## config.mk

```make
export PLATFORM = sky130hd
export DESIGN_NAME = node_announce_wait_table
export DESIGN_NICKNAME = d
export VERILOG_FILES = /design/src/hw/rtl/nawt_pkg.sv /design/src/hw/rtl/nawt_ctrl.sv /design/src/hw/rtl/nawt_datapath.sv /design/src/hw/rtl/node_announce_wait_table.sv
export SDC_FILE = /design/constraint.sdc
export NUM_CORES = 2
export LEC_CHECK = 0
export ABC_AREA = 1
export ABC_CLOCK_PERIOD_IN_PS = 16400
export BUFFER_PORTS_ARGS = -buffer_cell sky130_fd_sc_hd__buf_4
export CAP_MARGIN = 20
export CORE_ASPECT_RATIO = 0.75
export CORE_MARGIN = 8
export CORE_UTILIZATION = 45
export CTS_CLUSTER_SIZE = 30
export DETAILED_ROUTE_END_ITERATION = 8
export PLACE_DENSITY = 0.68
export SYNTH_ARGS = -nofsm -noshare
export SYNTH_HDL_FRONTEND = slang
export SYNTH_HIERARCHICAL = 1
export SYNTH_SLANG_ARGS = --single-unit
```

## constraint.sdc

```tcl
create_clock -name clk -period 16.4 [get_ports clk]
set_input_delay 2.46 -clock clk [delete_from_list [all_inputs] [get_ports clk]]
set_output_delay 2.46 -clock clk [all_outputs]
set_load 0.005 [all_outputs]
```

## src/hw/rtl/nawt_pkg.sv

```systemverilog
package nawt_pkg;

    localparam int TABLE_ENTRIES = 8;
    localparam int IDX_W = (TABLE_ENTRIES > 1) ? $clog2(TABLE_ENTRIES) : 1;

    localparam int UID_W  = 64;
    localparam int ID_W   = 16;
    localparam int TIME_W = 32;
    localparam int CNT_W  = 4;
    localparam int STAT_W = 3;
    localparam int OP_W   = 2;

    localparam int CFG_IDX_W  = 3;
    localparam int CFG_DATA_W = 32;

    localparam logic [CNT_W-1:0] CNT_MAX = 4'd15;

    // item kinds
    localparam logic [OP_W-1:0] OP_ANNOUNCE = 2'd0;
    localparam logic [OP_W-1:0] OP_TICK     = 2'd1;
    localparam logic [OP_W-1:0] OP_ASSIGN   = 2'd2;
    localparam logic [OP_W-1:0] OP_RESERVED = 2'd3;

    // result status codes
    localparam logic [STAT_W-1:0] ST_IGNORED   = 3'd0;
    localparam logic [STAT_W-1:0] ST_NEW       = 3'd1;
    localparam logic [STAT_W-1:0] ST_REFRESHED = 3'd2;
    localparam logic [STAT_W-1:0] ST_TICK      = 3'd3;
    localparam logic [STAT_W-1:0] ST_FOUND     = 3'd4;
    localparam logic [STAT_W-1:0] ST_REFUSED   = 3'd5;

    // configuration register indexes
    localparam logic [CFG_IDX_W-1:0] REG_FORGET   = 3'd0;
    localparam logic [CFG_IDX_W-1:0] REG_PROV_LO  = 3'd1;
    localparam logic [CFG_IDX_W-1:0] REG_PROV_HI  = 3'd2;
    localparam logic [CFG_IDX_W-1:0] REG_ASGN_LO  = 3'd3;
    localparam logic [CFG_IDX_W-1:0] REG_ASGN_HI  = 3'd4;

    localparam logic [TIME_W-1:0] FORGET_RST = 32'd10000;

    typedef struct packed {
        logic load;    // latch a new item, clear scan state
        logic step;    // visit one table entry
        logic finish;  // commit and present the result
    } ctrl_cmd_t;

    typedef struct packed {
        logic skip;    // item needs no table scan
        logic last;    // scan index is on the final entry
    } dp_stat_t;

endpackage

```

## src/hw/rtl/nawt_ctrl.sv

```systemverilog
module nawt_ctrl (
    input  logic                clk,
    input  logic                rst_n,
    input  logic                start,
    input  nawt_pkg::dp_stat_t  stat,
    output nawt_pkg::ctrl_cmd_t cmd,
    output logic                busy
);

    localparam logic [1:0] S_IDLE   = 2'd0;
    localparam logic [1:0] S_SCAN   = 2'd1;
    localparam logic [1:0] S_FINISH = 2'd2;

    logic [1:0] state_reg;
    logic [1:0] state_next;

    always_comb
    begin
        state_next = state_reg;
        cmd        = '0;
        unique case (state_reg)
            S_IDLE:
            begin
                if (start)
                begin
                    cmd.load   = 1'b1;
                    state_next = S_SCAN;
                end
            end
            S_SCAN:
            begin
                if (stat.skip)
                begin
                    state_next = S_FINISH;
                end
                else
                begin
                    cmd.step = 1'b1;
                    if (stat.last)
                    begin
                        state_next = S_FINISH;
                    end
                end
            end
            S_FINISH:
            begin
                cmd.finish = 1'b1;
                state_next = S_IDLE;
            end
            default:
            begin
                state_next = S_IDLE;
            end
        endcase
    end

    always_ff @(posedge clk or negedge rst_n)
    begin
        if (!rst_n)
        begin
            state_reg <= S_IDLE;
        end
        else
        begin
            state_reg <= state_next;
        end
    end

    assign busy = (state_reg != S_IDLE);

endmodule

```

## src/hw/rtl/nawt_datapath.sv

```systemverilog
module nawt_datapath (
    input  logic                                  clk,
    input  logic                                  rst_n,
    input  nawt_pkg::ctrl_cmd_t                   cmd,
    output nawt_pkg::dp_stat_t                    stat,
    input  logic                                  cfg_write,
    input  logic [nawt_pkg::CFG_IDX_W-1:0]        cfg_index,
    input  logic [nawt_pkg::CFG_DATA_W-1:0]       cfg_data,
    input  logic [nawt_pkg::OP_W-1:0]             opcode,
    input  logic [nawt_pkg::UID_W-1:0]            node_uid,
    input  logic [nawt_pkg::ID_W-1:0]             node_id,
    input  logic [nawt_pkg::TIME_W-1:0]           now_ms,
    output logic                                  done,
    output logic [nawt_pkg::STAT_W-1:0]           status,
    output logic [nawt_pkg::ID_W-1:0]             target_id,
    output logic [nawt_pkg::ID_W-1:0]             new_id,
    output logic [nawt_pkg::CNT_W-1:0]            expired_count
);

    localparam int N = nawt_pkg::TABLE_ENTRIES;
    localparam int IW = nawt_pkg::IDX_W;

    // configuration
    logic [nawt_pkg::TIME_W-1:0] forget_reg;
    logic [nawt_pkg::ID_W-1:0]   prov_lo_reg;
    logic [nawt_pkg::ID_W-1:0]   prov_hi_reg;
    logic [nawt_pkg::ID_W-1:0]   asgn_lo_reg;
    logic [nawt_pkg::ID_W-1:0]   asgn_hi_reg;

    // table
    logic                        slot_valid_reg [N];
    logic [nawt_pkg::TIME_W-1:0] slot_lh_reg    [N];
    logic [nawt_pkg::UID_W-1:0]  slot_uid_reg   [N];
    logic [nawt_pkg::ID_W-1:0]   slot_prov_reg  [N];

    // latched item
    logic [nawt_pkg::OP_W-1:0]   op_reg;
    logic [nawt_pkg::UID_W-1:0]  uid_reg;
    logic [nawt_pkg::ID_W-1:0]   id_reg;
    logic [nawt_pkg::TIME_W-1:0] now_reg;

    // scan state
    logic [IW-1:0]               idx_reg;
    logic                        found_reg;
    logic [IW-1:0]               found_idx_reg;
    logic [nawt_pkg::ID_W-1:0]   hit_prov_reg;
    logic                        free_reg;
    logic [IW-1:0]               free_idx_reg;
    logic [IW-1:0]               oldest_idx_reg;
    logic [nawt_pkg::TIME_W-1:0] oldest_lh_reg;
    logic [nawt_pkg::CNT_W-1:0]  count_reg;

    logic                        cur_valid;
    logic [nawt_pkg::TIME_W-1:0] cur_lh;
    logic                        cur_match;
    logic [nawt_pkg::TIME_W-1:0] elapsed;
    logic                        cur_expire;
    logic                        prov_ok;
    logic                        asgn_ok;
    logic                        skip;
    logic                        commit;
    logic [IW-1:0]               pick_idx;

    assign cur_valid  = slot_valid_reg[idx_reg];
    assign cur_lh     = slot_lh_reg[idx_reg];
    assign cur_match  = cur_valid && (slot_uid_reg[idx_reg] == uid_reg);
    assign elapsed    = now_reg - cur_lh;
    assign cur_expire = cur_valid && (elapsed >= forget_reg);

    assign prov_ok = (id_reg >= prov_lo_reg) && (id_reg <= prov_hi_reg);
    assign asgn_ok = (id_reg >= asgn_lo_reg) && (id_reg <= asgn_hi_reg);
    assign skip    = ((op_reg == nawt_pkg::OP_ANNOUNCE) && !prov_ok)
                  || ((op_reg == nawt_pkg::OP_ASSIGN) && !asgn_ok)
                  || (op_reg == nawt_pkg::OP_RESERVED);

    assign stat.skip = skip;
    assign stat.last = (idx_reg == IW'(N - 1));

    assign commit   = cmd.finish && (op_reg == nawt_pkg::OP_ANNOUNCE) && !skip;
    // existing entry first, then first free entry, then the oldest one
    assign pick_idx = found_reg ? found_idx_reg
                    : (free_reg ? free_idx_reg : oldest_idx_reg);

    always_ff @(posedge clk or negedge rst_n)
    begin
        if (!rst_n)
        begin
            forget_reg  <= nawt_pkg::FORGET_RST;
            prov_lo_reg <= '0;
            prov_hi_reg <= '1;
            asgn_lo_reg <= '0;
            asgn_hi_reg <= '1;
        end
        else if (cfg_write)
        begin
            unique case (cfg_index)
                nawt_pkg::REG_FORGET:  forget_reg  <= cfg_data;
                nawt_pkg::REG_PROV_LO: prov_lo_reg <= cfg_data[nawt_pkg::ID_W-1:0];
                nawt_pkg::REG_PROV_HI: prov_hi_reg <= cfg_data[nawt_pkg::ID_W-1:0];
                nawt_pkg::REG_ASGN_LO: asgn_lo_reg <= cfg_data[nawt_pkg::ID_W-1:0];
                nawt_pkg::REG_ASGN_HI: asgn_hi_reg <= cfg_data[nawt_pkg::ID_W-1:0];
                default: ;
            endcase
        end
    end

    // valid bits and last-heard times reset to zero
    always_ff @(posedge clk or negedge rst_n)
    begin
        if (!rst_n)
        begin
            for (int i = 0; i < N; i++)
            begin
                slot_valid_reg[i] <= 1'b0;
                slot_lh_reg[i]    <= '0;
            end
        end
        else
        begin
            if (cmd.step && (op_reg == nawt_pkg::OP_TICK) && cur_expire)
            begin
                slot_valid_reg[idx_reg] <= 1'b0;
            end
            if (commit)
            begin
                slot_valid_reg[pick_idx] <= 1'b1;
                slot_lh_reg[pick_idx]    <= now_reg;
            end
        end
    end

    always_ff @(posedge clk)
    begin
        if (commit)
        begin
            slot_uid_reg[pick_idx]  <= uid_reg;
            slot_prov_reg[pick_idx] <= id_reg;
        end
    end

    always_ff @(posedge clk)
    begin
        if (cmd.load)
        begin
            op_reg  <= opcode;
            uid_reg <= node_uid;
            id_reg  <= node_id;
            now_reg <= now_ms;
        end
    end

    always_ff @(posedge clk or negedge rst_n)
    begin
        if (!rst_n)
        begin
            idx_reg        <= '0;
            found_reg      <= 1'b0;
            found_idx_reg  <= '0;
            hit_prov_reg   <= '0;
            free_reg       <= 1'b0;
            free_idx_reg   <= '0;
            oldest_idx_reg <= '0;
            oldest_lh_reg  <= '1;
            count_reg      <= '0;
        end
        else if (cmd.load)
        begin
            idx_reg        <= '0;
            found_reg      <= 1'b0;
            free_reg       <= 1'b0;
            oldest_idx_reg <= '0;
            oldest_lh_reg  <= '1;
            count_reg      <= '0;
        end
        else if (cmd.step)
        begin
            idx_reg <= IW'(idx_reg + 1'b1);
            if (!found_reg && cur_match)
            begin
                found_reg     <= 1'b1;
                found_idx_reg <= idx_reg;
                hit_prov_reg  <= slot_prov_reg[idx_reg];
            end
            if (!free_reg && !cur_valid)
            begin
                free_reg     <= 1'b1;
                free_idx_reg <= idx_reg;
            end
            // strict compare keeps the first of equal times
            if (cur_lh < oldest_lh_reg)
            begin
                oldest_lh_reg  <= cur_lh;
                oldest_idx_reg <= idx_reg;
            end
            if ((op_reg == nawt_pkg::OP_TICK) && cur_expire && (count_reg != nawt_pkg::CNT_MAX))
            begin
                count_reg <= count_reg + 1'b1;
            end
        end
    end

    // result registers
    always_ff @(posedge clk or negedge rst_n)
    begin
        if (!rst_n)
        begin
            done <= 1'b0;
        end
        else
        begin
            done <= cmd.finish;
        end
    end

    always_ff @(posedge clk)
    begin
        if (cmd.finish)
        begin
            status        <= nawt_pkg::ST_IGNORED;
            target_id     <= '0;
            new_id        <= '0;
            expired_count <= '0;
            unique case (op_reg)
                nawt_pkg::OP_ANNOUNCE:
                begin
                    if (!skip)
                    begin
                        status <= found_reg ? nawt_pkg::ST_REFRESHED : nawt_pkg::ST_NEW;
                    end
                end
                nawt_pkg::OP_TICK:
                begin
                    status        <= nawt_pkg::ST_TICK;
                    expired_count <= count_reg;
                end
                nawt_pkg::OP_ASSIGN:
                begin
                    if (!skip && found_reg)
                    begin
                        status    <= nawt_pkg::ST_FOUND;
                        target_id <= hit_prov_reg;
                        new_id    <= id_reg;
                    end
                    else
                    begin
                        status <= nawt_pkg::ST_REFUSED;
                    end
                end
                nawt_pkg::OP_RESERVED:
                begin
                    status <= nawt_pkg::ST_IGNORED;
                end
            endcase
        end
    end

endmodule

```

## src/hw/rtl/node_announce_wait_table.sv

```systemverilog
// Announce, tick and assign items are latched on the accepting edge, scan the
// table, then pass the finish state, which registers the done strobe; an item
// that needs no scan (id out of range, reserved opcode) skips the table walk.
// No new item is taken while busy; the scan visits one table entry per cycle.
// Reset clears valid bits and last-heard times and loads configuration defaults.
// One result per item, strobed by done for one cycle; the receiver cannot stall.
module node_announce_wait_table (
    input  logic                                  clk,
    input  logic                                  rst_n,
    input  logic                                  start,
    output logic                                  busy,
    input  logic                                  cfg_write,
    input  logic [nawt_pkg::CFG_IDX_W-1:0]        cfg_index,
    input  logic [nawt_pkg::CFG_DATA_W-1:0]       cfg_data,
    input  logic [nawt_pkg::OP_W-1:0]             opcode,
    input  logic [nawt_pkg::UID_W-1:0]            node_uid,
    input  logic [nawt_pkg::ID_W-1:0]             node_id,
    input  logic [nawt_pkg::TIME_W-1:0]           now_ms,
    output logic                                  done,
    output logic [nawt_pkg::STAT_W-1:0]           status,
    output logic [nawt_pkg::ID_W-1:0]             target_id,
    output logic [nawt_pkg::ID_W-1:0]             new_id,
    output logic [nawt_pkg::CNT_W-1:0]            expired_count
);

    nawt_pkg::ctrl_cmd_t cmd;
    nawt_pkg::dp_stat_t  stat;

    nawt_ctrl u_ctrl (
        .clk   (clk),
        .rst_n (rst_n),
        .start (start),
        .stat  (stat),
        .cmd   (cmd),
        .busy  (busy)
    );

    nawt_datapath u_dp (
        .clk           (clk),
        .rst_n         (rst_n),
        .cmd           (cmd),
        .stat          (stat),
        .cfg_write     (cfg_write),
        .cfg_index     (cfg_index),
        .cfg_data      (cfg_data),
        .opcode        (opcode),
        .node_uid      (node_uid),
        .node_id       (node_id),
        .now_ms        (now_ms),
        .done          (done),
        .status        (status),
        .target_id     (target_id),
        .new_id        (new_id),
        .expired_count (expired_count)
    );

endmodule

```

Word level (Yosys, flattened, before mapping)
Memory sizes are Yosys's and may differ from the RTL's. A register that Yosys moved wholly into a read port is not among the register bits.
Cells that the tools add are included.
- $add $sub $neg: 3
- multipliers: 0
- div/mod/pow operators: 0
- order comparisons: 10
- eq/ne operators: 14
- shift-type cells: 0
- muxes and demuxes: 49
- bitwise operators: 6
- reduce and logical (&&, ||, !) cells: 48
- operators with widths (cell ; count):
    256-bit bitwise mux ; 1
    32-bit 2-to-1 mux ; 6
    32-bit binary-select mux with 3-bit select ; 1
    32-bit demux with 3-bit select ; 1
    64-bit == test ; 1
    16-bit greater-or-equal comparator ; 2
    32-bit greater-or-equal comparator ; 1
    16-bit less-or-equal comparator ; 2
    32-bit less-than comparator ; 1
    32-bit subtractor ; 1
    3-bit 2-to-1 mux ; 8
    2-bit AND reduction ; 11
    1-bit 2-to-1 mux ; 18
    1-bit logical AND ; 17
    8-bit 2-to-1 mux ; 2
    4-bit 2-to-1 mux ; 3
    3-bit case mux with 4 select lines ; 1
    2-bit nonzero test ; 6
    8-bit AND ; 1
    4-bit greater-or-equal comparator (second input constant) ; 2
    4-bit by 1-bit less-than comparator with 1-bit output (second input constant) ; 2
    2-bit 2-to-1 mux ; 4
    3-bit NOT with 4-bit output ; 2
    8-bit NOT ; 1
    other kinds (20) ; 35
- bits in registers: 566
- bits in latches: 0
- bits in writable memories: 640
- bits in read-only memories: 0
- input bits: 153
- output and inout bits: 41
- word-level logic and storage cells: 171
- memories: 2
- memory list (memory ; depth ; width ; rd ports ; clocked after Yosys merged registers in ; write ports ; line ; text):
    u_dp.slot_uid_reg ; 8 ; 64 ; 1 ; 0 ; 1 ; nawt_datapath.sv:33 ; logic [nawt_pkg::UID_W-1:0] slot_uid_reg [N];
    u_dp.slot_prov_reg ; 8 ; 16 ; 1 ; 1 ; 1 ; nawt_datapath.sv:34 ; logic [nawt_pkg::ID_W-1:0] slot_prov_reg [N];

Longest topological paths before layout
- depth after elaboration: 13
- mapped depth: 37

Modules after synthesis
The synthesis kept the hierarchy.
- modules (own cells, without submodules) (module ; instances ; cells each ; area each (um^2) ; sequential area each (um^2)):
    nawt_datapath ; 1 ; 5318 ; 53769.1 ; 34584.4
    nawt_ctrl ; 1 ; 15 ; 102.6 ; 50.0

Worst setup path after synthesis
Ideal clock, no wire load.
- kind: input to register
- start point: input start
- end point: register u_dp.found_reg
- setup time: 0.260 ns
- arrival: 5.666 ns
- slack: 10.474 ns
- stages on the path: 12
- path buffers: 1
- path through: nand3_1 -> inv_1 -> nor3_1 -> nand3_1 -> nor2_1 -> nand2_1 -> nor2_1 -> nand2_1 -> nor2_2 -> nand3_1 -> buf_2 -> o21ai_0
- RTL lines (item ; line ; text):
    from (decl) ; node_announce_wait_table.sv:10 ; input logic start,
    to (signal assigned) ; nawt_datapath.sv:157 ; found_reg <= 1'b0;
    to (signal assigned) ; nawt_datapath.sv:169 ; found_reg <= 1'b0;
    to (signal assigned) ; nawt_datapath.sv:180 ; found_reg <= 1'b1;
    to (decl) ; nawt_datapath.sv:44 ; logic found_reg;

Worst setup path after layout
- start point: register u_dp.idx_reg[1]
- end point: register u_dp/count_reg[0] in the netlist's numbering
- word-level cells in the longest chain between the ends: 11
- ends and longest elaborated chain (item ; line ; text):
    from (decl) ; nawt_datapath.sv:43 ; logic [IW-1:0] idx_reg;
    from (signal assigned) ; nawt_datapath.sv:177 ; idx_reg <= IW'(idx_reg + 1'b1);
    3-bit NOT with 4-bit output (implied by the code) (*) ; nawt_datapath.sv:64, nawt_datapath.sv:65 ;
    32-bit binary-select mux with 3-bit select ; nawt_datapath.sv:65 ; assign cur_lh = slot_lh_reg[idx_reg];
    32-bit 2-to-1 mux (implied by the code) (2 in series) ; nawt_datapath.sv:65 ;
    32-bit subtractor ; nawt_datapath.sv:67 ; assign elapsed = now_reg - cur_lh;
    32-bit greater-or-equal comparator ; nawt_datapath.sv:68 ; assign cur_expire = cur_valid && (elapsed >= forget_reg);
    1-bit logical AND (*) ; nawt_datapath.sv:68 ;
    1-bit logical AND (*) (2 in series) ; nawt_datapath.sv:195 ; if ((op_reg == nawt_pkg::OP_TICK) && cur_expire && (count_reg != nawt_pkg::CNT_MAX))
    2-bit nonzero test (no line) (*) ; n/a ;
    2-bit AND reduction (no line) (*) ; n/a ;
    to (signal assigned) ; nawt_datapath.sv:197 ; count_reg <= count_reg + 1'b1;
    to (decl) ; nawt_datapath.sv:51 ; logic [nawt_pkg::CNT_W-1:0] count_reg;
Every way passes the cells marked *; elsewhere a longest branch is shown, timed or not. The select of a mux whose other input is x is not followed.
A chain may end at the register's enable or synchronous reset.

==> impl_metrics.ini <==
[synth]
synth_top_cell_by_area = edfxtp_1
syn_avg_cell_area_um2 = 10.1
synth_nets = 5649
synth_most_common_cell = nand2_1
ys_top_cells_by_count = nand2_1 (2290), edfxtp_1 (793), inv_1 (364)
synth_seq_cells = 1222
synth.distinct_cells = 52
synthFlopType = edfxtp_1
synth_area_leaders = edfxtp_1 (44%), dfrtp_1 (17%), nand2_1 (16%), ha_1 (3.8%), dfstp_2 (3.4%)
synth-seq-area-share_pct = 64.3
async_flop_share_pct = 35.1
yosysWarnings = 6
synth_edf_count = 793
yosysTopAreaCellShare_pct = 44.2
synthCells = 5333
syn_area_mm2 = 0.0539

[global_routing]
grt_pass1_vias = 36800
grt_start_max_net_pins = 181
grt_first_pass_wirelength_mm = 226
gr-total-overflow = 0
grt_usage_pct = 22.2
antenna_found_initial = 2

[critical_path]
crit_end = u_dp/count_reg[0]
r2r_cells = 30
cpLargestDelayFamily = buffers and inverters
worst_path_max_delay_cell = buf_4
path_depth = 30
crit_path_max_fanout = 65
path_class = flip-flop to flip-flop
start_kind = flip-flop
setup.worst_path.start = u_dp/idx_reg[1]
cpPeakStageDelay_ns = 0.74
timing.rr.start = u_dp/idx_reg[1]
critPathBufInv = 7
r2r_end = u_dp/count_reg[0]
cp.arrival_ns = 8.22
end_kind = flip-flop
required_ns = 17.02
cp_common_cell = nand2_1
r2r_slack_ns = 8.79

[place]
placed_cell_area_mm2 = 0.0565
dp.cells = 6893
dp_hpwl_mm = 88.1
place_ws_ns = 8.86
routabilityCongestion = 0.895
port_buffers = 193

[cts]
path_clk_slew_ns = 0.06
post_cts_buffers = 0
postCtsHoldBufs = 0
post_cts_resized = 0
cts_buffers = 118
cts_tree = done
clock_latency_ns = 0.76
h-tree-depth = 3
clk_path_buf_depth = 3
cts-root-buf = clkbuf_16
cts_sinks = 1222

[die]
ios = 194
die_x_um = 416
initial_utilization_pct = 45.1
core_area_mm2 = 0.119
rows = 110
die_y_um = 316
die-area_mm2 = 0.131

[worst_hold_path]
worstHoldPathType = flip-flop to flip-flop
whs_path_depth = 2

[sta]
tightest_slew_ns = 1.15
setup_ws_ns = 8.79
finalSetupViolations = 0
slew_violations = 0
skew_ns = 0.0373
rsz0062_at_grt = no
fin_crit_sh_pct = 46.4
relSlewSlack_pct = 23.5
fmax_mhz = 131
finalSetupTns_ns = 0
fin_crit_ns = 7.61
hold_violations = 0

[run_status]
status = complete, no violations

[power]
p_clk_share_pct = 29.5
power_leakage_nw = 26.6
p_int_w = 0.00610
ir_drop_mv = 0.0962
p_comb_share_pct = 27.1
p_seq_share_pct = 43.4
p_sw_share_pct = 34.9
power_w = 0.00938
p_switching_w = 0.00327
power_density_mw_per_mm2 = 155

[route]
vias = 38300
dr.pass1.iters = 6
ant_nets = 0
via_per_inst = 5.39
drt_iter0_markers = 4290
route.detailed.drc = 0
drt-total-wl_mm = 149
routedWlPerCell_um = 21.0

[layout]
nets = 5763
largest_reg_flops = 512
drive_gt1_share_pct = 9.67
finalInstanceArea_mm2 = 0.0605
final-instance-count-excl-fill = 7120
area_growth_pct = 12.2

[flow_run]
drv_cap = 0
[per-layer routing]
layer / vias to the layer above / global-route usage [%] / share of wire [%]
li1: 17900 / - / -
met1: 18600 / 32.3 / 45
met2: 1622 / 34.6 / 45
met3: 217 / 3.73 / 8.2
met4: 0 / 6.08 / 2.4
met5: - / 0 / 0
[how the worst min path moves through the flow]
stage                                start  slack (ns)                     end
floorplan            u_dp/found_idx_reg[0]        0.44   u_dp/found_idx_reg[0]
global placement    u_dp/slot_valid_reg[5]        0.46  u_dp/slot_valid_reg[5]
detailed placement    u_dp/hit_prov_reg[5]        0.46    u_dp/hit_prov_reg[5]
CTS                   u_dp/hit_prov_reg[5]        0.47    u_dp/hit_prov_reg[5]
global route         u_dp/slot_lh_reg[220]        0.49   u_dp/slot_lh_reg[220]
finish               u_dp/hit_prov_reg[10]        0.47   u_dp/hit_prov_reg[10]
[tightest hold or removal path: cells and delay by family, from the launching register on]
kind             cells  cell delay, ns
flip-flops           1            0.34
AND/OR/NAND/NOR      2            0.11
[cells in the final DEF (no fill, tap or decap), drive strengths merged, types with 2 or more instances in the layout]
cell type,instances
bufinv,10
o211ai,10
a21o,10
dfstp,69
o2bb2ai,2
nor3b,2
a21oi,178
or2,5
nand3,113
inv,377
nor3,15
xor2,32
clkinvlp,7
a221oi,56
a31oi,3
edfxtp,793
a21boi,3
nand3b,4
xnor2,17
dfrtp,360
nor4,3
a211oi,2
nor2,210
o21bai,4
nand2,2292
clkinv,46
o21a,8
o21ai,177
a22oi,28
ha,162
clkbuf,154
a22o,69
buf,243
nand4,80
[stage by stage]
step	util (%)	hold WS [ns]
finish	50.7	0.474
floorplan	-	0.442
global placement	47.3	0.456
CTS	50.6	0.475
global route	50.7	0.492
detailed placement	47.3	0.458
[final cells by class]
cell class,instances,area [µm²]
Antenna cell,1,2.50
Clock buffer,154,3220
Clock inverter,70,711
Fill cell,10500,58900
Inverter,370,1440
Multi-Input combinational cell,3492,16600
Sequential cell,1222,34600
Tap cell,1568,1960
Timing Repair Buffer,243,1860
[power groups by stage]
stage          clock (W)  combinational (W)  sequential (W)
2_1_floorplan          0            0.00178         0.00395
3_3_place_gp           0            0.00246         0.00411
6_report         0.00276            0.00254         0.00407
3_5_place_dp           0            0.00250         0.00412
5_1_grt          0.00293            0.00285         0.00411
4_1_cts          0.00282            0.00252         0.00406
[cells by family after synthesis]
| kind of cell | synth area share (%) |
|---|---|
| flip-flops | 64.3 |
| adder cells (fa/ha/maj) | 3.80 |
| AND/OR/NAND/NOR | 19.9 |
| XOR/XNOR | 0.797 |
| AO/OA/AOI/OAI | 6.38 |
| buffers and inverters | 4.88 |
(Power assumes the default switching activity.)
